## src/rtl/core/srsb_pkg.sv

```systemverilog
package srsb_pkg;

  typedef enum logic [3:0] {
    PH_IDLE     = 4'd0,
    PH_FLAGS_HI = 4'd1,
    PH_WIDTH    = 4'd2,
    PH_HEIGHT   = 4'd3,
    PH_NBLOCKS  = 4'd4,
    PH_SKIP     = 4'd5,
    PH_WORDS    = 4'd6,
    PH_BYTES    = 4'd7,
    PH_DATA     = 4'd8,
    PH_TRAILER  = 4'd9
  } phase_t;

  typedef struct packed {
    logic        write_valid;
    logic [15:0] write_address;
    logic [7:0]  pixel_value;
    logic        sprite_done;
  } result_t;

  // Bounds of the stream encoding, used to size the running address.
  localparam int ROW_SPAN      = 1280;
  localparam int POS_SPAN      = 1024;
  localparam int ROW_ADVANCE   = 255 * (255 + 4 * 255 + 255);

endpackage

```

## src/rtl/core/srsb_parse.sv

```systemverilog
module srsb_parse #(
  parameter int SCREEN_WIDTH  = 320,
  parameter int SCREEN_HEIGHT = 200
) (
  input  logic                    clk,
  input  logic                    rst,
  input  logic                    step,
  input  logic [7:0]              sprite_byte,
  input  logic                    sprite_start,
  input  logic signed [10:0]      pos_x,
  input  logic signed [10:0]      pos_y,
  output srsb_pkg::result_t       res
);
  import srsb_pkg::*;

  localparam int CUR_MAG = ROW_SPAN * SCREEN_WIDTH + POS_SPAN + ROW_ADVANCE;
  localparam int CUR_W   = $clog2(CUR_MAG + 1) + 1;
  localparam int AREA    = SCREEN_WIDTH * SCREEN_HEIGHT;
  localparam int AREA_W  = $clog2(AREA + 1);
  localparam int CMP_W   = ((AREA_W > CUR_W) ? AREA_W : CUR_W) + 1;
  localparam logic signed [CUR_W-1:0] WIDTH_S = CUR_W'(SCREEN_WIDTH);

  phase_t                   phase, phase_next;
  logic [7:0]               rows_left, rows_left_next;
  logic [7:0]               blocks_left, blocks_left_next;
  logic [7:0]               words_held, words_held_next;
  logic [10:0]              data_left, data_left_next;
  logic signed [CUR_W-1:0]  line_cursor, line_cursor_next;
  logic signed [11:0]       current_row, current_row_next;
  logic signed [10:0]       origin_x, origin_x_next;
  logic                     row_visible, row_visible_next;
  logic                     block_visible, block_visible_next;

  logic [7:0]               rows_dec;
  logic [7:0]               blocks_dec;
  logic [10:0]              data_dec;
  logic [10:0]              block_size;
  logic signed [CUR_W-1:0]  row_ext;
  logic signed [CUR_W-1:0]  x_ext;
  logic signed [CUR_W-1:0]  cursor_base;
  logic                     row_on;
  logic                     block_on;
  logic [CMP_W-1:0]         block_end;

  assign rows_dec    = rows_left - 8'd1;
  assign blocks_dec  = blocks_left - 8'd1;
  assign data_dec    = data_left - 11'd1;
  assign block_size  = 11'({words_held, 2'b00}) + 11'(sprite_byte);
  assign row_ext     = {{(CUR_W-12){current_row[11]}}, current_row};
  assign x_ext       = {{(CUR_W-11){origin_x[10]}}, origin_x};
  assign cursor_base = row_ext * WIDTH_S + x_ext;
  assign row_on      = !current_row[11] && ({1'b0, current_row} < 13'(SCREEN_HEIGHT));
  assign block_end   = {{(CMP_W-CUR_W){1'b0}}, line_cursor} + CMP_W'(block_size);
  assign block_on    = row_visible && !line_cursor[CUR_W-1] && (block_end <= CMP_W'(AREA));

  always_comb begin
    phase_next         = phase;
    rows_left_next     = rows_left;
    blocks_left_next   = blocks_left;
    words_held_next    = words_held;
    data_left_next     = data_left;
    line_cursor_next   = line_cursor;
    current_row_next   = current_row;
    origin_x_next      = origin_x;
    row_visible_next   = row_visible;
    block_visible_next = block_visible;
    if (sprite_start) begin
      origin_x_next    = pos_x;
      current_row_next = {pos_y[10], pos_y};
      phase_next       = PH_FLAGS_HI;
    end else begin
      case (phase)
        PH_FLAGS_HI: phase_next = PH_WIDTH;
        PH_WIDTH:    phase_next = PH_HEIGHT;
        PH_HEIGHT: begin
          rows_left_next   = sprite_byte;
          current_row_next = current_row - $signed({4'b0000, sprite_byte});
          phase_next       = (sprite_byte == 8'd0) ? PH_IDLE : PH_NBLOCKS;
        end
        PH_NBLOCKS: begin
          row_visible_next = row_on;
          line_cursor_next = cursor_base;
          blocks_left_next = sprite_byte;
          phase_next       = (sprite_byte == 8'd0) ? PH_TRAILER : PH_SKIP;
        end
        PH_SKIP: begin
          line_cursor_next = line_cursor + $signed({{(CUR_W-8){1'b0}}, sprite_byte});
          phase_next       = PH_WORDS;
        end
        PH_WORDS: begin
          words_held_next = sprite_byte;
          phase_next      = PH_BYTES;
        end
        PH_BYTES: begin
          block_visible_next = block_on;
          data_left_next     = block_size;
          if (block_size != 11'd0) begin
            phase_next = PH_DATA;
          end else begin
            blocks_left_next = blocks_dec;
            phase_next       = (blocks_dec == 8'd0) ? PH_TRAILER : PH_SKIP;
          end
        end
        PH_DATA: begin
          line_cursor_next = line_cursor + CUR_W'(1);
          data_left_next   = data_dec;
          if (data_dec == 11'd0) begin
            blocks_left_next = blocks_dec;
            phase_next       = (blocks_dec == 8'd0) ? PH_TRAILER : PH_SKIP;
          end
        end
        PH_TRAILER: begin
          rows_left_next   = rows_dec;
          current_row_next = current_row + 12'sd1;
          phase_next       = (rows_dec == 8'd0) ? PH_IDLE : PH_NBLOCKS;
        end
        default: phase_next = PH_IDLE;
      endcase
    end
  end

  always_comb begin
    res = '0;
    if (!sprite_start) begin
      if (phase == PH_DATA && block_visible) begin
        res.write_valid   = 1'b1;
        res.write_address = line_cursor[15:0];
        res.pixel_value   = sprite_byte;
      end
      if ((phase == PH_HEIGHT && sprite_byte == 8'd0) ||
          (phase == PH_TRAILER && rows_dec == 8'd0)) begin
        res.sprite_done = 1'b1;
      end
    end
  end

  always_ff @(posedge clk) begin
    if (rst) begin
      phase         <= PH_IDLE;
      rows_left     <= '0;
      blocks_left   <= '0;
      words_held    <= '0;
      data_left     <= '0;
      line_cursor   <= '0;
      current_row   <= '0;
      origin_x      <= '0;
      row_visible   <= 1'b0;
      block_visible <= 1'b0;
    end else if (step) begin
      phase         <= phase_next;
      rows_left     <= rows_left_next;
      blocks_left   <= blocks_left_next;
      words_held    <= words_held_next;
      data_left     <= data_left_next;
      line_cursor   <= line_cursor_next;
      current_row   <= current_row_next;
      origin_x      <= origin_x_next;
      row_visible   <= row_visible_next;
      block_visible <= block_visible_next;
    end
  end

endmodule

```

## src/rtl/core/skip_run_sprite_blitter.sv

```systemverilog
// Run-length transparent sprite blitter. Feed the encoded sprite one byte per
// transaction, with sprite_start and the draw position on the first flags byte.
// Every input byte yields exactly one registered result, so the block sustains
// one byte per clock unless the output stalls: the parser state advances on each
// accepted byte and the row start address is one multiply-add at the block-count
// byte. Results pass through a two-entry output register, so one more byte is
// taken while a result waits; in_ready drops only when both entries are full.
module skip_run_sprite_blitter #(
  parameter int SCREEN_WIDTH  = 320,
  parameter int SCREEN_HEIGHT = 200
) (
  input  logic               clk,
  input  logic               rst,
  input  logic               in_valid,
  output logic               in_ready,
  input  logic [7:0]         sprite_byte,
  input  logic               sprite_start,
  input  logic signed [10:0] pos_x,
  input  logic signed [10:0] pos_y,
  output logic               out_valid,
  input  logic               out_ready,
  output logic               write_valid,
  output logic [15:0]        write_address,
  output logic [7:0]         pixel_value,
  output logic               sprite_done
);
  import srsb_pkg::*;

  logic    accept;
  result_t step_res;
  result_t out_res;
  result_t skid_res;
  logic    skid_valid;

  assign in_ready = !skid_valid;
  assign accept   = in_valid && in_ready;

  srsb_parse #(
    .SCREEN_WIDTH  (SCREEN_WIDTH),
    .SCREEN_HEIGHT (SCREEN_HEIGHT)
  ) u_parse (
    .clk          (clk),
    .rst          (rst),
    .step         (accept),
    .sprite_byte  (sprite_byte),
    .sprite_start (sprite_start),
    .pos_x        (pos_x),
    .pos_y        (pos_y),
    .res          (step_res)
  );

  always_ff @(posedge clk) begin
    if (rst) begin
      out_valid  <= 1'b0;
      skid_valid <= 1'b0;
    end else if (out_ready || !out_valid) begin
      if (skid_valid) begin
        out_res    <= skid_res;
        out_valid  <= 1'b1;
        skid_valid <= 1'b0;
      end else begin
        out_valid <= accept;
        if (accept) begin
          out_res <= step_res;
        end
      end
    end else if (accept) begin
      skid_res   <= step_res;
      skid_valid <= 1'b1;
    end
  end

  assign write_valid   = out_res.write_valid;
  assign write_address = out_res.write_address;
  assign pixel_value   = out_res.pixel_value;
  assign sprite_done   = out_res.sprite_done;

endmodule

```

## config.mk

```make
export PLATFORM = sky130hd
export DESIGN_NAME = skip_run_sprite_blitter
export DESIGN_NICKNAME = d
export VERILOG_FILES = /design/src/rtl/core/srsb_pkg.sv /design/src/rtl/core/srsb_parse.sv /design/src/rtl/core/skip_run_sprite_blitter.sv
export SDC_FILE = /design/constraint.sdc
export NUM_CORES = 1
export LEC_CHECK = 0
export BUFFER_PORTS_ARGS = -buffer_cell sky130_fd_sc_hd__buf_4
export CAP_MARGIN = 25
export CORE_AREA = 5 5 163 165
export CTS_CLUSTER_SIZE = 20
export DETAILED_ROUTE_END_ITERATION = 6
export DIE_AREA = 0 0 168 170
export PLACE_DENSITY = 0.64
export SYNTH_ARGS = -nofsm -noshare
export SYNTH_HDL_FRONTEND = slang
export SYNTH_SLANG_ARGS = --single-unit
```

## constraint.sdc

```tcl
create_clock -name clk -period 6.15 [get_ports clk]
set_input_delay 0.9225 -clock clk [delete_from_list [all_inputs] [get_ports clk]]
set_output_delay 0.9225 -clock clk [all_outputs]
set_load 0.005 [all_outputs]
```

# [Yosys cells after proc, flatten, opt, wreduce, memory -nomap -nowiden]
# Index checks and enable logic that the tools add are counted.
[word_totals] register_bits=139 elab_cells=107
[op_classes] mux=22 bitwise_logic=3 n_reduce_logical=37 mul=1 eq_ne=12 add_sub_neg=10 magnitude_cmp=2
[op_table] cell="two-way mux 26 bit" n=3
[op_table] cell="one-hot mux 21 bit (3 select lines)" n=1
[op_table] cell="one-hot mux 4 bit (9 select lines)" n=1
[op_table] cell="two-way mux 25 bit" n=1
[op_table] cell="zero test 8 bit" n=3
[op_table] cell="one-hot mux 12 bit (2 select lines)" n=1
[op_table] cell="one-hot mux 8 bit (3 select lines)" n=1
[op_table] cell="AND reduction 3 bit" n=8
[op_table] cell="adder 21 x 11 -> 22 bit" n=1
[op_table] cell="<= comparator 22 x 16 -> 1 bit, second input constant" n=1
[op_table] cell="one-hot mux 11 bit (2 select lines)" n=1
[op_table] cell="adder 21 x 11 -> 21 bit" n=1
[op_table] cell="adder 21 x 2 -> 21 bit, second input constant" n=1
[op_table] cell="adder 21 x 9 -> 21 bit" n=1
[op_table] cell="two-way mux 4 bit" n=5
[op_table] cell="equality test 4 x 3 -> 1 bit, second input constant" n=4
[op_table] cell="two-way mux 8 bit" n=2
[op_table] cell="one-hot mux 8 bit (2 select lines)" n=1
[op_table] cell="subtractor 8 x 1 -> 8 bit, second input constant" n=2
[op_table] cell="multiplier 12 x 4 -> 15 bit, second input constant" n=1
[op_table] cell="adder 12 x 2 -> 12 bit, second input constant" n=1
[op_table] cell="< comparator 12 x 8 -> 1 bit, second input constant" n=1
[op_table] cell="two-way mux 12 bit" n=1
[op_table] cell="subtractor 12 x 9 -> 12 bit" n=1
[op_table] cell="21 further kinds" n=43

# [Longest topological paths before layout]
# Gate-level depths: netlist of run 1.
[logic_depth] word_depth=8 depth_mapped=19 mapped_depth_nobuf=19

# [Modules after synthesis]
# Synthesis of run 1 repeated with hierarchy kept, for this count alone.
[hier_totals] cells_unflattened=1166 hier_area_um2=9897.0
[modules_own_cells] module="srsb_parse" n_inst=1 seq_area_each_um2=1701.6 cells_each=1074 area_per_inst_um2=7892.6
[modules_own_cells] module="skip_run_sprite_blitter" n_inst=1 seq_area_each_um2=1601.5 cells_each=92 area_per_inst_um2=2004.4

# [Least setup slack after synthesis of run 1]
# OpenSTA, ideal clock, no wires.
[synth_timing] path_type="input to register" start="input port sprite_byte[2]" end="register u_parse.block_visible" required_time_ps=6024 stages=16 path_slack_ps=2142 arrival_ps=3882 path_cell_list="ha_1 fa_1 a21o_1 a21oi_1 o21bai_1 a21oi_2 xnor2_1 ha_1 or3_1 o21ai_0 a21oi_1 a21oi_1 nor2b_1 xnor2_1 nor4_1 a21oi_1"
[synth_between] elab_chain_len=4
[synth_lines] element="start, declared" line_no="skip_run_sprite_blitter.sv:16" rtl="input logic [7:0] sprite_byte,"
[synth_lines] element="adder 10 x 8 -> 11 bit" line_no="srsb_parse.sv:48" rtl="assign block_size = 11'({words_held, 2'b00}) + 11'(sprite_byte);"
[synth_lines] element="adder 21 x 11 -> 22 bit" line_no="srsb_parse.sv:53" rtl="assign block_end = {{(CMP_W-CUR_W){1'b0}}, line_cursor} + CMP_W'(block_size);"
[synth_lines] element="<= comparator 22 x 16 -> 1 bit" line_no="srsb_parse.sv:54" rtl="assign block_on = row_visible && !line_cursor[CUR_W-1] && (block_end <= CMP_W'(AREA));"
[synth_lines] element="logical AND 1 bit" line_no="srsb_parse.sv:54"
[synth_lines] element="end signal, assigned" line_no="srsb_parse.sv:159" rtl="block_visible <= block_visible_next;"
[synth_lines] element="end, declared" line_no="srsb_parse.sv:32" rtl="logic block_visible, block_visible_next;"
# No other way between the ends.
# A chain may end at the register's enable or synchronous reset.

# [Worst setup path in the final report of run 1]
[layout_timing] start="register u_parse.phase[1]" end="register u_parse.line_cursor[16]"
[layout_between] elab_chain_len=3
[layout_lines] element="start, declared" line_no="srsb_parse.sv:23" rtl="phase_t phase, phase_next;"
[layout_lines] element="start signal, assigned" line_no="srsb_parse.sv:150" rtl="phase <= phase_next;"
[layout_lines] element="equality test 4 x 3 -> 1 bit / equality test 4 bit (equally long branches)" line_no="srsb_parse.sv:72" rtl="case (phase)"
[layout_lines] element="nonzero test 3 bit (no source line)"
[layout_lines] element="AND reduction 3 bit (no source line)"
[layout_lines] element="end signal, assigned" line_no="srsb_parse.sv:155" rtl="line_cursor <= line_cursor_next;"
[layout_lines] element="end, declared" line_no="srsb_parse.sv:28" rtl="logic signed [CUR_W-1:0] line_cursor, line_cursor_next;"
# Several ways; a longest one is shown, not always the timed one.

==> results of run 1 <==
[metrics by stage]
stage / instances / hold slack (ns) / power [uW] / area (um^2) / utilization
final: 1544 / 0.462 / 2280 / 11000 / 0.442
after global routing: 1543 / 0.496 / 2390 / 11000 / 0.442
after CTS: 1543 / 0.461 / 2300 / 11000 / 0.442
after detailed placement: 1511 / 0.453 / 1330 / 10500 / 0.420
after global placement: 1510 / 0.449 / 1320 / 10400 / 0.420
after floorplan: 1162 / 0.430 / 1230 / 9760 / -
[cell usage after synthesis (3+ instances only)]
cell type,count
sky130_fd_sc_hd__nor2_1,139
sky130_fd_sc_hd__nand2_1,112
sky130_fd_sc_hd__a21oi_1,96
sky130_fd_sc_hd__dfxtp_1,87
sky130_fd_sc_hd__o21ai_0,85
sky130_fd_sc_hd__ha_1,80
sky130_fd_sc_hd__edfxtp_1,52
sky130_fd_sc_hd__inv_1,42
sky130_fd_sc_hd__clkbuf_1,41
sky130_fd_sc_hd__xnor2_1,38
sky130_fd_sc_hd__nor3_1,34
sky130_fd_sc_hd__and2_1,32
sky130_fd_sc_hd__a211oi_1,27
sky130_fd_sc_hd__mux2_2,26
sky130_fd_sc_hd__a21o_1,19
sky130_fd_sc_hd__nand3_1,18
sky130_fd_sc_hd__xor2_1,18
sky130_fd_sc_hd__nand2b_1,17
sky130_fd_sc_hd__nor2b_1,14
sky130_fd_sc_hd__nor4_1,13
sky130_fd_sc_hd__mux2i_1,12
sky130_fd_sc_hd__a22oi_1,10
sky130_fd_sc_hd__a31oi_1,10
sky130_fd_sc_hd__and3_1,10
sky130_fd_sc_hd__nand4_1,8
sky130_fd_sc_hd__o211ai_1,8
sky130_fd_sc_hd__or2_2,8
sky130_fd_sc_hd__o21a_1,7
sky130_fd_sc_hd__o21bai_1,7
sky130_fd_sc_hd__o31ai_1,7
sky130_fd_sc_hd__fa_1,6
sky130_fd_sc_hd__nand3b_1,6
sky130_fd_sc_hd__buf_6,5
sky130_fd_sc_hd__o22ai_1,5
sky130_fd_sc_hd__or3_1,5
sky130_fd_sc_hd__a311oi_1,4
sky130_fd_sc_hd__a211o_1,3
sky130_fd_sc_hd__a21oi_2,3
sky130_fd_sc_hd__nand4b_1,3
sky130_fd_sc_hd__o21ba_2,3
sky130_fd_sc_hd__o311a_1,3
[worst paths after layout]
kind                       startpoint                      end  slack, ns  depth (start not counted)
setup / recovery     u_parse.phase[1]  u_parse.line_cursor[16]       1.85                         16
hold / removal    u_parse.origin_x[8]      u_parse.origin_x[8]       0.46                          2
hold reg to reg   u_parse.origin_x[8]      u_parse.origin_x[8]       0.46                          2
setup reg to reg     u_parse.phase[1]  u_parse.line_cursor[16]       1.85                         16
[worst max-delay path, delay by kind of cell, from the launching register on]
| kind | cells | cell delay, ns |
|---|---|---|
| adder cells (fa/ha/maj) | 2 | 0.56 |
| flip-flops | 1 | 0.46 |
| buffers and inverters | 2 | 0.25 |
| AO/OA/AOI/OAI | 6 | 1.62 |
| AND/OR/NAND/NOR | 6 | 1.29 |
[report_power, final]
part	switching, uW	internal, uW
logic	184	135
clock network	441	532
registers	18.7	972
total	644	1640
[flip-flops by register name, indices dropped and copies added, names as in the netlist]
| signal | cells |
|---|---|
| u_parse.rows_left | 8 |
| u_parse.line_cursor | 21 |
| out_valid | 1 |
| sprite_done | 1 |
| write_valid | 1 |
| u_parse.row_visible | 1 |
| write_address | 16 |
| u_parse.origin_x | 11 |
| u_parse.data_left | 11 |
| skid_res | 26 |
| pixel_value | 8 |
| u_parse.phase | 4 |
| skid_valid | 1 |
| u_parse.blocks_left | 8 |
| u_parse.block_visible | 1 |
| u_parse.words_held | 8 |
| u_parse.current_row | 12 |
[placed cells by master, fill, tap and decap left out, drive strengths merged, types with 8 or more instances in the layout]
cell	n
edfxtp	52
nor3	35
nand2	112
a21oi	99
mux2	26
and3	11
buf	68
nor2	139
and2	32
or2	8
a31oi	10
inv	53
nand2b	17
nor4	13
a21o	20
nor2b	14
dfxtp	87
clkbuf	17
nand3	18
nand4	8
a22oi	10
xor2	18
o21ai	86
mux2i	12
o211ai	8
xnor2	38
ha	80
a211oi	27
[metal layers]
metal | vias up | share of wire
li1 | 4286 | -
met1 | 3975 | 0.48
met2 | 240 | 0.44
met3 | 33 | 0.059
met4 | 0 | 0.019
met5 | - | 0
[cell type report]
| type | instances | area share |
|---|---|---|
| multi-input cells | 930 | 0.551 |
| flip-flops and latches | 139 | 0.300 |
| repair buffers | 68 | 0.0460 |
| clock buffers | 17 | 0.0386 |
| well taps | 330 | 0.0375 |
| inverters | 44 | 0.0150 |
| clock inverters | 15 | 0.0117 |
| diodes | 1 | 0.000227 |
[cell families (layout without fill, tap and decap cells)]
| kind of cell | after synthesis | after routing | synth area share |
|---|---|---|---|
| and+or+nand+nor | 429 | 429 | 0.208 |
| AOI/OAI and AO/OA | 321 | 321 | 0.205 |
| DFF | 139 | 139 | 0.338 |
| buffers and inverters | 93 | 144 | 0.0410 |
| adders and majority gates | 86 | 86 | 0.115 |
| xor gates and xnor gates | 56 | 56 | 0.0503 |
| muxes | 38 | 38 | 0.0423 |
| other | 0 | 1 | 0 |
==> results summary, run 1 <==
The met2 track utilization from global routing came out at 0.274. The detailed-route wire length came out at 25.3 mm. The number of detailed-route iterations in the first pass came out at 6. In this run, synthesis inferred 52 flip-flops with an integrated enable. The clock latency on the worst-skew pair came out at 0.42 ns. Traced cell by cell, the critical path runs through nor2_1, nand2_1, or2_2, nand2_1, ha_1, inv_1, fa_1, nor2b_1, o21ai_0, a21oi_1, o21ai_0, a2111oi_0, buf_1, a31oi_1, a211oi_1, nor3_1. The synthesis warning total came out at 0.

The global router's overall resource usage came out at 0.174. The placed wire-length estimate after detailed placement came out at roughly 19 mm. The multi-input combinational cells in the finished layout cover a total of 0.00606 mm^2.

The tightest min-delay check is of the flop to flop type. The capturing element type of the critical path is a flop. The most frequently used flop master after synthesis is sky130_fd_sc_hd__dfxtp_1. Sorting the synthesized cells by area gives the leading types as sky130_fd_sc_hd__dfxtp_1 18%, sky130_fd_sc_hd__edfxtp_1 16%, sky130_fd_sc_hd__ha_1 10%.

The via density per instance came out at around 5.5. The peak fanout along the critical path came out at 28. The flip-flop and latch count after synthesis came out at 139.

The residual overflow from global routing is 0. The maximum buffer depth of the clock tree is 2. The placer's final routability congestion estimate came out at 0.899.

The fraction of layout instances using a drive strength above 1 came out at 0.124. The number of max-slew violations in the final report is 0. The total number of clock tree sinks came out at 139. The layout-stage area growth over the synthesis result came out at 12.8%. The number of vias in the routed layout came out at about 8.5k. The total area inside the core boundary comes to 0.0249 mm^2. The shortest clock period the worst path allows after layout came out at 4.30 ns. The buffer count from post-CTS setup fixing came out at 0. The worst-case headroom to the max-slew limit came out at 0.316.

The root buffer selected by CTS is sky130_fd_sc_hd__clkbuf_16. The net count of the mapped netlist came out at roughly 1.3k. Dividing the final minimum period by the clock period gives 0.699. Summing all flip-flop and latch instances after layout gives approximately 0.0033 mm^2. The met3 track demand over resource in global routing is 0.0376.

The number of clock buffers added by TritonCTS is 17. The hold violation total from the final report came to 0. The number of max-cap violations came out at 0. The average size of a mapped cell came out at roughly 8.4 um^2. Counting distinct cell types in the post-synthesis netlist gives 74. Setup violations remaining at the end of the flow were counted as 0.

The die boundary height came out at 170 um. Synthesis produced 1162 cells. STA classifies the critical path startpoint as a flop. The initial utilization of the core area, before any placement, comes to 0.392. The cell leakage power is about 0.0045 uW. Entering global routing, the biggest net connects 48 pins.

The wire length per cell came out at 16.4 um. The via count of the first global-routing pass is 7803. The horizontal extent of the die is 168 um. The peak supply drop is 0.000210 V. For this run, the slowest stage of the critical path takes 0.80 ns. met2 is the most crowded layer. The run finished with clean final reports. Clock skew on the completed layout was measured at 0.0106 ns. The wire length of the first global-routing pass is 40.7 mm.

In the final design database the tool counted around 1.3k nets. The maximum level of the CTS H-tree came out at 4. Setup slack on the critical path of the routed design comes to 1.85 ns.

Buffers placed on the I/O ports in this run total just over 60. The initial antenna violation count was 1. The count of routing violations after the opening detailed-route iteration came out at roughly 730. Of all cell types, the one taking the most synthesized area is sky130_fd_sc_hd__dfxtp_1. The area of the mapped netlist came out at just under 0.01 mm^2. The worst slack after detailed placement is 1.61 ns. The share of synthesized area in the top cell type comes to 0.178.

The die footprint came out at between 0.02 and 0.03 mm^2. The data arrival time of the worst path is 4.59 ns. The transition at the pin with the smallest max-transition slack came out at ~1.0 ns. Setup repair after global routing left no endpoint under its margin. TritonCTS built the clock tree. The post-cts repair resize count is 0. The sum of negative setup slack came out at 0 ns. On the critical path, the stage with the largest delay is an instance of sky130_fd_sc_hd__a2111oi_0. The highest clock frequency the design can meet is 233 MHz. For this design, the CTS-stage hold fixing added 0 buffers. The clock transition at the register clock pins on the worst setup and hold paths after CTS is 0.07 ns. The count of boundary I/O pins is 63.

The floorplan has 58 rows. The data required time of the critical path came out at 6.44 ns. The power density of the placed cells came out at 207 mW/mm^2. The number of antenna-violating nets in the routed design is 0. The fraction of registers with async set or reset after synthesis came out at 0. The layout has 2491 filler cells.

The sequential cell area fraction in the yosys report came out at 0.338. The critical path in this run is classified as flop to flop. The DRC violation count after routing came out at 0. For met1 alone, demand over resource in global routing was 0.242.
(Power assumes the default switching activity.)
==> run 2: changes to the inputs <==
--- a/config.mk
+++ b/config.mk
@@ -5,12 +5,13 @@
 export SDC_FILE = /design/constraint.sdc
 export NUM_CORES = 1
 export LEC_CHECK = 0
+export ABC_AREA = 1
 export BUFFER_PORTS_ARGS = -buffer_cell sky130_fd_sc_hd__buf_4
 export CAP_MARGIN = 25
-export CORE_AREA = 5 5 163 165
+export CORE_AREA = 5 5 166 168
 export CTS_CLUSTER_SIZE = 20
 export DETAILED_ROUTE_END_ITERATION = 6
-export DIE_AREA = 0 0 168 170
+export DIE_AREA = 0 0 171 173
 export PLACE_DENSITY = 0.64
 export SYNTH_ARGS = -nofsm -noshare
 export SYNTH_HDL_FRONTEND = slang
==> constraint.sdc (replaced) <==
create_clock -name clk -period 4.4 [get_ports clk]
set_input_delay 0.66 -clock clk [delete_from_list [all_inputs] [get_ports clk]]
set_output_delay 0.66 -clock clk [all_outputs]
set_load 0.005 [all_outputs]
==> run 2 against run 1 <==
  * Via count grew 13%
  * Setup slack lost 1.2 ns
  * Synthesized area grew 4.2%
  * Maximum frequency grew 14%
  * Synthesized cell count grew 27%
  * Cell count grew 22%
  * Core utilization grew 0.53 points
  * Largest cell class unchanged
  * Design area grew 4.8%
  * Critical path type unchanged
==> results summary, run 2 <==
The critical path contains buffers and inverters numbering 2 combined. The net switching component of the power came out at roughly 910 uW. The proportion of total power due to net switching is 0.283. Before antenna repair, the detailed router went through 5 iterations. The clock latency on the worst-skew pair came out at 0.43 ns. The largest individual stage delay along the critical path comes from the cell sky130_fd_sc_hd__fa_1.

The worst hold path terminates at u_parse.origin_x[4]. The detail route stage leaves a number of antenna-violating nets equal to 0. The worst setup path is of the flop to flop kind. The number of vias in the routed layout is 9618. The count of boundary I/O pins came out at 63. The worst setup path is captured at a flop. After clock tree synthesis, the clock-pin slew on the worst setup and hold paths is approximately 0.060 ns. In this run the static leakage power is 0.00539 uW. The die footprint came out at 0.0296 mm^2.

TritonCTS built the clock tree. The via count of the first global-routing pass is 9057. The reg2reg setup slack came out at 0.63 ns. The signal on the critical path passes through ha_1, ha_1, inv_1, fa_1, o21ai_0, nand2_1, nand2_1, a21oi_1, o21ai_0, nand2_1, a21oi_1, xor2_1, ha_1, inv_1, nor3_1, nand2_1, nor2_1, nor2_1, nand2_1, nand3_1, nand3_1, a21oi_1. The total number of clock tree sinks is roughly 140. The worst hold path stage count is 2.

Averaged over all synthesized cells, the footprint is 6.87 um^2. Hold is met by 0.451 ns. The number of buffers added on ports is 62.

The detailed-route wire length came out at 27.6 mm. The part of the cycle the worst path needs is 0.857. The floorplan step set the die height to 173 um. Counting flops and latches in the post-synthesis netlist gives 139. The initial antenna violation count is 0. The count of hold buffers inserted by post-cts repair came out at 0. The synthesis warning total came out at 0. The net count of the mapped netlist came out at between 1.5k and 2k. In the post-synthesis netlist, the cell with the most instances is sky130_fd_sc_hd__nand2_1.

Of the total power, combinational logic draws 0.144. The via density per instance came out at 5.12. Ranked by instance count, the synthesized netlist is headed by 413 x sky130_fd_sc_hd__nand2_1, 162 x sky130_fd_sc_hd__inv_1, 143 x sky130_fd_sc_hd__nor2_1. Dividing the detail-routed wire length by the instance count gives 14.7 um. Entering global routing, the biggest net connects 54 pins.

The most used flip-flop cell after synthesis is sky130_fd_sc_hd__dfxtp_1. The shortest clock period the worst path allows after layout is 3.77 ns. The number of cells on the worst reg-to-reg path is 22. The largest register by flop count is skid_res. In this design, the critical path's most frequently occurring cell is sky130_fd_sc_hd__nand2_1. Clock tree synthesis inserted a total of 17 buffers.

The sequential cell area fraction in the yosys report is 0.325. The maximum buffer depth of the clock tree came out at 2. The number of gates resized after CTS was 0. In this design, the stage delay of the slowest critical-path cell is around 0.4 ns. The maximum level of the CTS H-tree came out at 4. The layout-stage area growth over the synthesis result is 13.4%. Between clock sinks in the finished design, the worst skew comes to 0.0118 ns.

Of the total power, the clock network draws 0.427. The tree is rooted in a sky130_fd_sc_hd__clkbuf_16. The peak supply drop came out at 0.000214 V. The area of the mapped netlist came out at 0.0102 mm^2. The final total power is 3220 uW. The buffer count from post-CTS setup fixing is 0. The transition at the pin with the smallest max-transition slack is 0.916 ns. The number of gates on the worst path with buffers counted is 22. The placed wire-length estimate after detailed placement is between 20 and 25 mm.

The count of routing violations after the opening detailed-route iteration came out at 616. Ranked by total cell area, the synthesized netlist is headed by sky130_fd_sc_hd__dfxtp_1 17%, sky130_fd_sc_hd__edfxtp_1 15%, sky130_fd_sc_hd__nand2_1 15%. The leading cell type in the layout, fill and taps excluded is sky130_fd_sc_hd__nand2_1. The number of distinct library cell variants in the gate-level netlist after synthesis came out at 46.

The DRC violation count after routing is 0. The wire length of the first global-routing pass is 45.1 mm. The horizontal extent of the die came out at 171 um.

The fraction of layout instances using a drive strength above 1 is 0.0894. Leaving out fill and tap cells, the most frequent cells in the layout are 413 x sky130_fd_sc_hd__nand2_1, 162 x sky130_fd_sc_hd__inv_1, 141 x sky130_fd_sc_hd__nor2_1, 126 x sky130_fd_sc_hd__a21oi_1, 98 x sky130_fd_sc_hd__nand3_1. The placer's final routability congestion estimate came out at 0.933.

Setup violations remaining at the end of the flow were counted as 0. For this run, the post-layout net count is about 1.7k. Cell internal power was estimated by the tool at around 2300 uW. The starting utilization of the core area came out at 0.395. The flow ran to the end, and the final reports show no timing, DRC or antenna violations. The synthesized design spends more area on one cell type than any other, namely sky130_fd_sc_hd__dfxtp_1. The kind of cell adding the most delay to the critical path is adder cells.

The fraction of power consumed by sequential logic came out at 0.429. The worst register-to-register path ends at u_parse.line_cursor[20]. The min-delay analysis places its worst path in the category flop to flop.

The worst hold path begins at u_parse.origin_x[4]. The number of max-cap violations came out at 0. The data required time of the critical path is 4.69 ns. The cell count after synthesis is 1481. The worst setup path is launched from a flop.

In the global route stage, overall resource usage came out at 0.184. The sum of negative setup slack came out at 0 ns. The highest clock frequency the design can meet came out at 265 MHz. The placement row count is 59. The antenna diode count came out at 0.

Setup repair after global routing left no endpoint under its margin. The core area is 0.0258 mm^2. The number of enable-type register cells in the synthesized netlist came out at 52. The layout filler cell count came out at 2696. The portion of synthesized cell area occupied by the leading cell type came out at 0.171. The flip-flop count of the largest register after layout is 26.

The hold violation total from the final report came out at 0. The peak fanout along the critical path came out at 5. The startpoint identified for the worst register-to-register timing path is u_parse.current_row[3]. The worst-case headroom to the max-slew limit came out at 0.387. The number of max-slew violations in the final report is 0. The power density of the placed cells is 279 mW/mm^2. The residual overflow from global routing came out at 0.

The data arrival time of the worst path came out at 4.06 ns. Of all flip-flops after synthesis, the portion carrying an async set or reset was 0.
==> run 2: metal layers <==
metal | vias up | wire (um) | track usage
met2 | 257 | 12000 | 0.283
li1 | 4996 | - | -
met5 | - | 0 | 0
met3 | 25 | 1550 | 0.0333
met1 | 4340 | 13600 | 0.270
met4 | 0 | 419 | 0.0423
==> run 2: logic make-up (layout without fill, tap and decap cells) <==
logic type,count (synthesis),after routing,synth area share
compound gates,273,273,0.147
xor+xnor,48,48,0.0413
fa+ha+maj,86,86,0.110
buf+inv,216,279,0.0820
flops,139,139,0.325
simple gates,719,719,0.295
==> run 2: layout make-up <==
| class | instances | area, um^2 | area share |
|---|---|---|---|
| clock buffer | 18 | 429 | 0.0372 |
| clock inverter | 14 | 123 | 0.0106 |
| inverter | 176 | 661 | 0.0573 |
| multi-input combinational | 1126 | 6040 | 0.523 |
| sequential | 139 | 3300 | 0.286 |
| tap | 335 | 419 | 0.0363 |
| timing repair buffer | 71 | 561 | 0.0486 |
==> run 2: power by group through the flow <==
| stage | clock, uW | sequential [uW] | combinational, uW |
|---|---|---|---|
| floorplan | 0 | 1410 | 308 |
| finish | 1380 | 1380 | 463 |
| CTS | 1400 | 1380 | 460 |
| global route | 1440 | 1390 | 522 |
| detailed placement | 0 | 1410 | 455 |
| global placement | 0 | 1410 | 452 |
==> run 2: worst max-delay path by stage <==
stage | startpoint | end
2_1_floorplan | u_parse.current_row[1] | u_parse.line_cursor[20]
3_5_place_dp | u_parse.current_row[3] | u_parse.line_cursor[20]
6_report | u_parse.current_row[3] | u_parse.line_cursor[20]
3_3_place_gp | u_parse.current_row[3] | u_parse.line_cursor[20]
5_1_grt | u_parse.current_row[3] | u_parse.line_cursor[20]
4_1_cts | u_parse.current_row[3] | u_parse.line_cursor[20]
==> run 2: worst min-delay path, stage by stage, from the launching register on <==
cell and delay, ns:
sky130_fd_sc_hd__dfxtp_1 0.31, sky130_fd_sc_hd__inv_1 0.05, sky130_fd_sc_hd__a21oi_1 0.05
==> run 2: per-stage QoR <==
step	cell area [um^2]	util	cells	setup slack, ns
final	11500	0.448	1879	0.627
after global routing	11500	0.448	1879	0.179
after CTS	11500	0.448	1879	0.609
after detailed placement	11000	0.426	1847	0.652
after global placement	10900	0.425	1845	0.767
after floorplan	10200	-	1481	1.04
==> run 3: changes to the inputs <==
--- a/config.mk
+++ b/config.mk
@@ -8,10 +8,10 @@
 export ABC_AREA = 1
 export BUFFER_PORTS_ARGS = -buffer_cell sky130_fd_sc_hd__buf_4
 export CAP_MARGIN = 25
-export CORE_AREA = 5 5 166 168
+export CORE_AREA = 5 5 141 197
 export CTS_CLUSTER_SIZE = 20
 export DETAILED_ROUTE_END_ITERATION = 6
-export DIE_AREA = 0 0 171 173
+export DIE_AREA = 0 0 146 202
 export PLACE_DENSITY = 0.64
 export SYNTH_ARGS = -nofsm -noshare
 export SYNTH_HDL_FRONTEND = slang
==> constraint.sdc (replaced) <==
create_clock -name clk -period 4.8 [get_ports clk]
set_input_delay 0.72 -clock clk [delete_from_list [all_inputs] [get_ports clk]]
set_output_delay 0.72 -clock clk [all_outputs]
set_load 0.005 [all_outputs]
==> run 3 against run 2 <==
  * Wire length down 0.43%
  * Flip-flop and latch count unchanged
  * Cell count down 0.69%
  * Hold slack worse by 0.0032 ns
  * Global-route usage about the same
  * Count of clock-buffer cells in the layout up 9
  * Sequential share of layout area up 0.084 points
  * Maximum frequency up 1.4%
  * Clock skew down 0.0021 ns
  * Design area down 0.29%
  * Critical path depth unchanged
  * Non-clock buffer count down 2
  * Critical path type unchanged
  * Largest cell class unchanged
==> results summary, run 3 (synthesis results as in run 2) <==
The run finished with clean final reports. The later pin in the worst-skew pair is clocked with a latency of 0.43 ns. The number of buffers and inverters on the critical path came out at 2. The number of antenna-violating nets in the routed design came out at 0. STA classifies the critical path endpoint as a flop. The slowest stage of the critical path is the sky130_fd_sc_hd__fa_1 cell. On the final layout, the worst clock skew is 0.00969 ns. The worst pin sits at a relative slew slack of 0.337.

The global router's overall resource usage is 0.185. The data required time of the critical path is 5.10 ns. Setup violations remaining at the end of the flow were counted as 0. The signal on the critical path passes through ha_1, ha_1, inv_1, fa_1, o21ai_0, nand2_1, nand2_1, a21oi_1, o21ai_0, nand2_1, a21oi_1, xor2_1, ha_1, inv_1, nor3_1, nand2_1, nor2_1, nor2_1, nand2_1, nand3_1, nand3_1, a21oi_1. The congestion estimate from routability-driven global placement came to 0.922. The fraction of layout instances using a drive strength above 1 is 0.0869.

The hold violation total from the final report was 0. The peak fanout along the critical path came out at 5. The horizontal extent of the die is ~150 um. The total number of clock tree sinks came out at 139.

After the first detailed-routing iteration, the DRC count stood at 560. In this design, the critical path's most frequently occurring cell is sky130_fd_sc_hd__nand2_1. The net count of the finished layout is 1650. The number of buffers added on ports came out at 62. The number of max-slew violations in the final report was 0. The initial antenna violation count is 0. The leading cell type in the layout, fill and taps excluded is sky130_fd_sc_hd__nand2_1. The antenna diode count is 0.

Summed over all failing endpoints, the final setup total negative slack is 0 ns. The worst setup path is launched from a flop. The worst setup path is of the flop to flop kind. The maximum number of pins on one net before global-route repair is 54.

The TritonCTS buffer count is 17. The die boundary height came out at 202 um. The tree is rooted in a sky130_fd_sc_hd__clkbuf_16.

The kind of cell adding the most delay to the critical path is adder cells. The stage delay of the slowest cell on the critical path is ~0.38 ns. The starting utilization of the core area is 0.394. The transition at the pin with the smallest max-transition slack is 0.991 ns. The post-cts repair resize count came out at 0.

In the layout the commonest cells are 413 x sky130_fd_sc_hd__nand2_1, 162 x sky130_fd_sc_hd__inv_1, 141 x sky130_fd_sc_hd__nor2_1, 126 x sky130_fd_sc_hd__a21oi_1, 98 x sky130_fd_sc_hd__nand3_1. The number of max-cap violations came out at 0. Pin placement for this block handled 63 I/O pins. The via density per instance is 5.16.

The maximum buffer depth of the clock tree came out at 2. TritonCTS built the clock tree. The detailed-route wire length is 27.5 mm. The maximum level of the CTS H-tree is 4. Setup repair after global routing left no endpoint under its margin. The finished layout cell area is 0.0115 mm^2. The die covers 0.0295 mm^2. The peak supply drop came out at 0.000240 V. The total area inside the core boundary comes to 0.0258 mm^2. The post-place instance area came out at 0.0109 mm^2. The number of detailed-route iterations in the first pass is 6. The layout-stage area growth over the synthesis result is 13.1%.

The highest clock frequency the design can meet came out at 269 MHz. The flip-flop count of the largest register after layout is 26. The post-route worst hold slack came out at 0.448 ns. The part of the cycle the worst path needs came out at 0.776. The placement row count came out at 70. The buffer count from post-CTS setup fixing came out at 0. Dividing the detail-routed wire length by the instance count gives 14.7 um. Summed over all layers, the global routing overflow is 0. The clock period could shrink to ~3.7 ns. The tightest min-delay check is of the flop to flop type. The count of hold buffers inserted by post-cts repair is 0. The data arrival time of the worst path came out at 4.02 ns. Dividing total power by cell area gives a power density of 256 mW/mm^2. After detailed routing, the number of remaining DRC violations is 0. The via count of the first global-routing pass came out at around 9k.

The number of vias in the routed layout came out at 9630. The clock transition at the register clock pins on the worst setup and hold paths after CTS came out at 0.06 ns. Ranked by flip-flop count, first place goes to skid_res.

The placed wire-length estimate after detailed placement came out at around 21 mm. The cell leakage power is roughly 0.0054 uW. The first global-routing pass estimated 44.6 mm of wire.
run 3: final timing paths:
| path | startpoint | end | slack (ns) | cells past startpoint |
|---|---|---|---|---|
| worst min-delay path | u_parse.origin_x[4] | u_parse.origin_x[4] | 0.45 | 2 |
| worst max-delay path | u_parse.current_row[1] | u_parse.line_cursor[20] | 1.08 | 22 |
| worst min register to register | u_parse.origin_x[4] | u_parse.origin_x[4] | 0.45 | 2 |
| worst max register to register | u_parse.current_row[1] | u_parse.line_cursor[20] | 1.08 | 22 |
run 3: where the power goes:
part / switching, uW / internal [uW]
clock network: 502 / 750
logic: 261 / 158
registers: 21.4 / 1250
run 3: layer usage:
layer  vias to the layer above  wire, um  GRT usage
met4                         0       857     0.0827
met2                       248     13300      0.318
li1                       4976         -          -
met3                        52      1170     0.0292
met1                      4354     12100      0.227
met5                         -         0          0
run 3: through the flow:
step	total power (uW)	utilization	setup slack, ns	cells
2_1_floorplan	1570	-	1.44	1481
3_3_place_gp	1710	0.422	1.15	1832
3_5_place_dp	1710	0.423	1.06	1834
4_1_cts	2960	0.445	1.03	1866
5_1_grt	3070	0.445	0.651	1866
6_report	2940	0.445	1.08	1866
run 3: layout make-up:
type,instances,area (um^2)
multi-input combinational,1126,6040
timing repair buffer,69,533
fill,2690,14300
inverter,176,661
clock inverter,5,31.3
clock buffer,27,528
sequential,139,3300
tap,324,405
run 3: worst register-to-register path, cell delays in order, from the launching register on:
cell	delay, ns
sky130_fd_sc_hd__dfxtp_1	0.35
sky130_fd_sc_hd__ha_1	0.31
sky130_fd_sc_hd__ha_1	0.16
sky130_fd_sc_hd__inv_1	0.05
sky130_fd_sc_hd__fa_1	0.38
sky130_fd_sc_hd__o21ai_0	0.28
sky130_fd_sc_hd__nand2_1	0.08
sky130_fd_sc_hd__nand2_1	0.06
sky130_fd_sc_hd__a21oi_1	0.08
sky130_fd_sc_hd__o21ai_0	0.27
sky130_fd_sc_hd__nand2_1	0.08
sky130_fd_sc_hd__a21oi_1	0.16
sky130_fd_sc_hd__xor2_1	0.09
sky130_fd_sc_hd__ha_1	0.35
sky130_fd_sc_hd__inv_1	0.05
sky130_fd_sc_hd__nor3_1	0.24
sky130_fd_sc_hd__nand2_1	0.08
sky130_fd_sc_hd__nor2_1	0.14
sky130_fd_sc_hd__nor2_1	0.06
sky130_fd_sc_hd__nand2_1	0.06
sky130_fd_sc_hd__nand3_1	0.07
sky130_fd_sc_hd__nand3_1	0.10
sky130_fd_sc_hd__a21oi_1	0.07
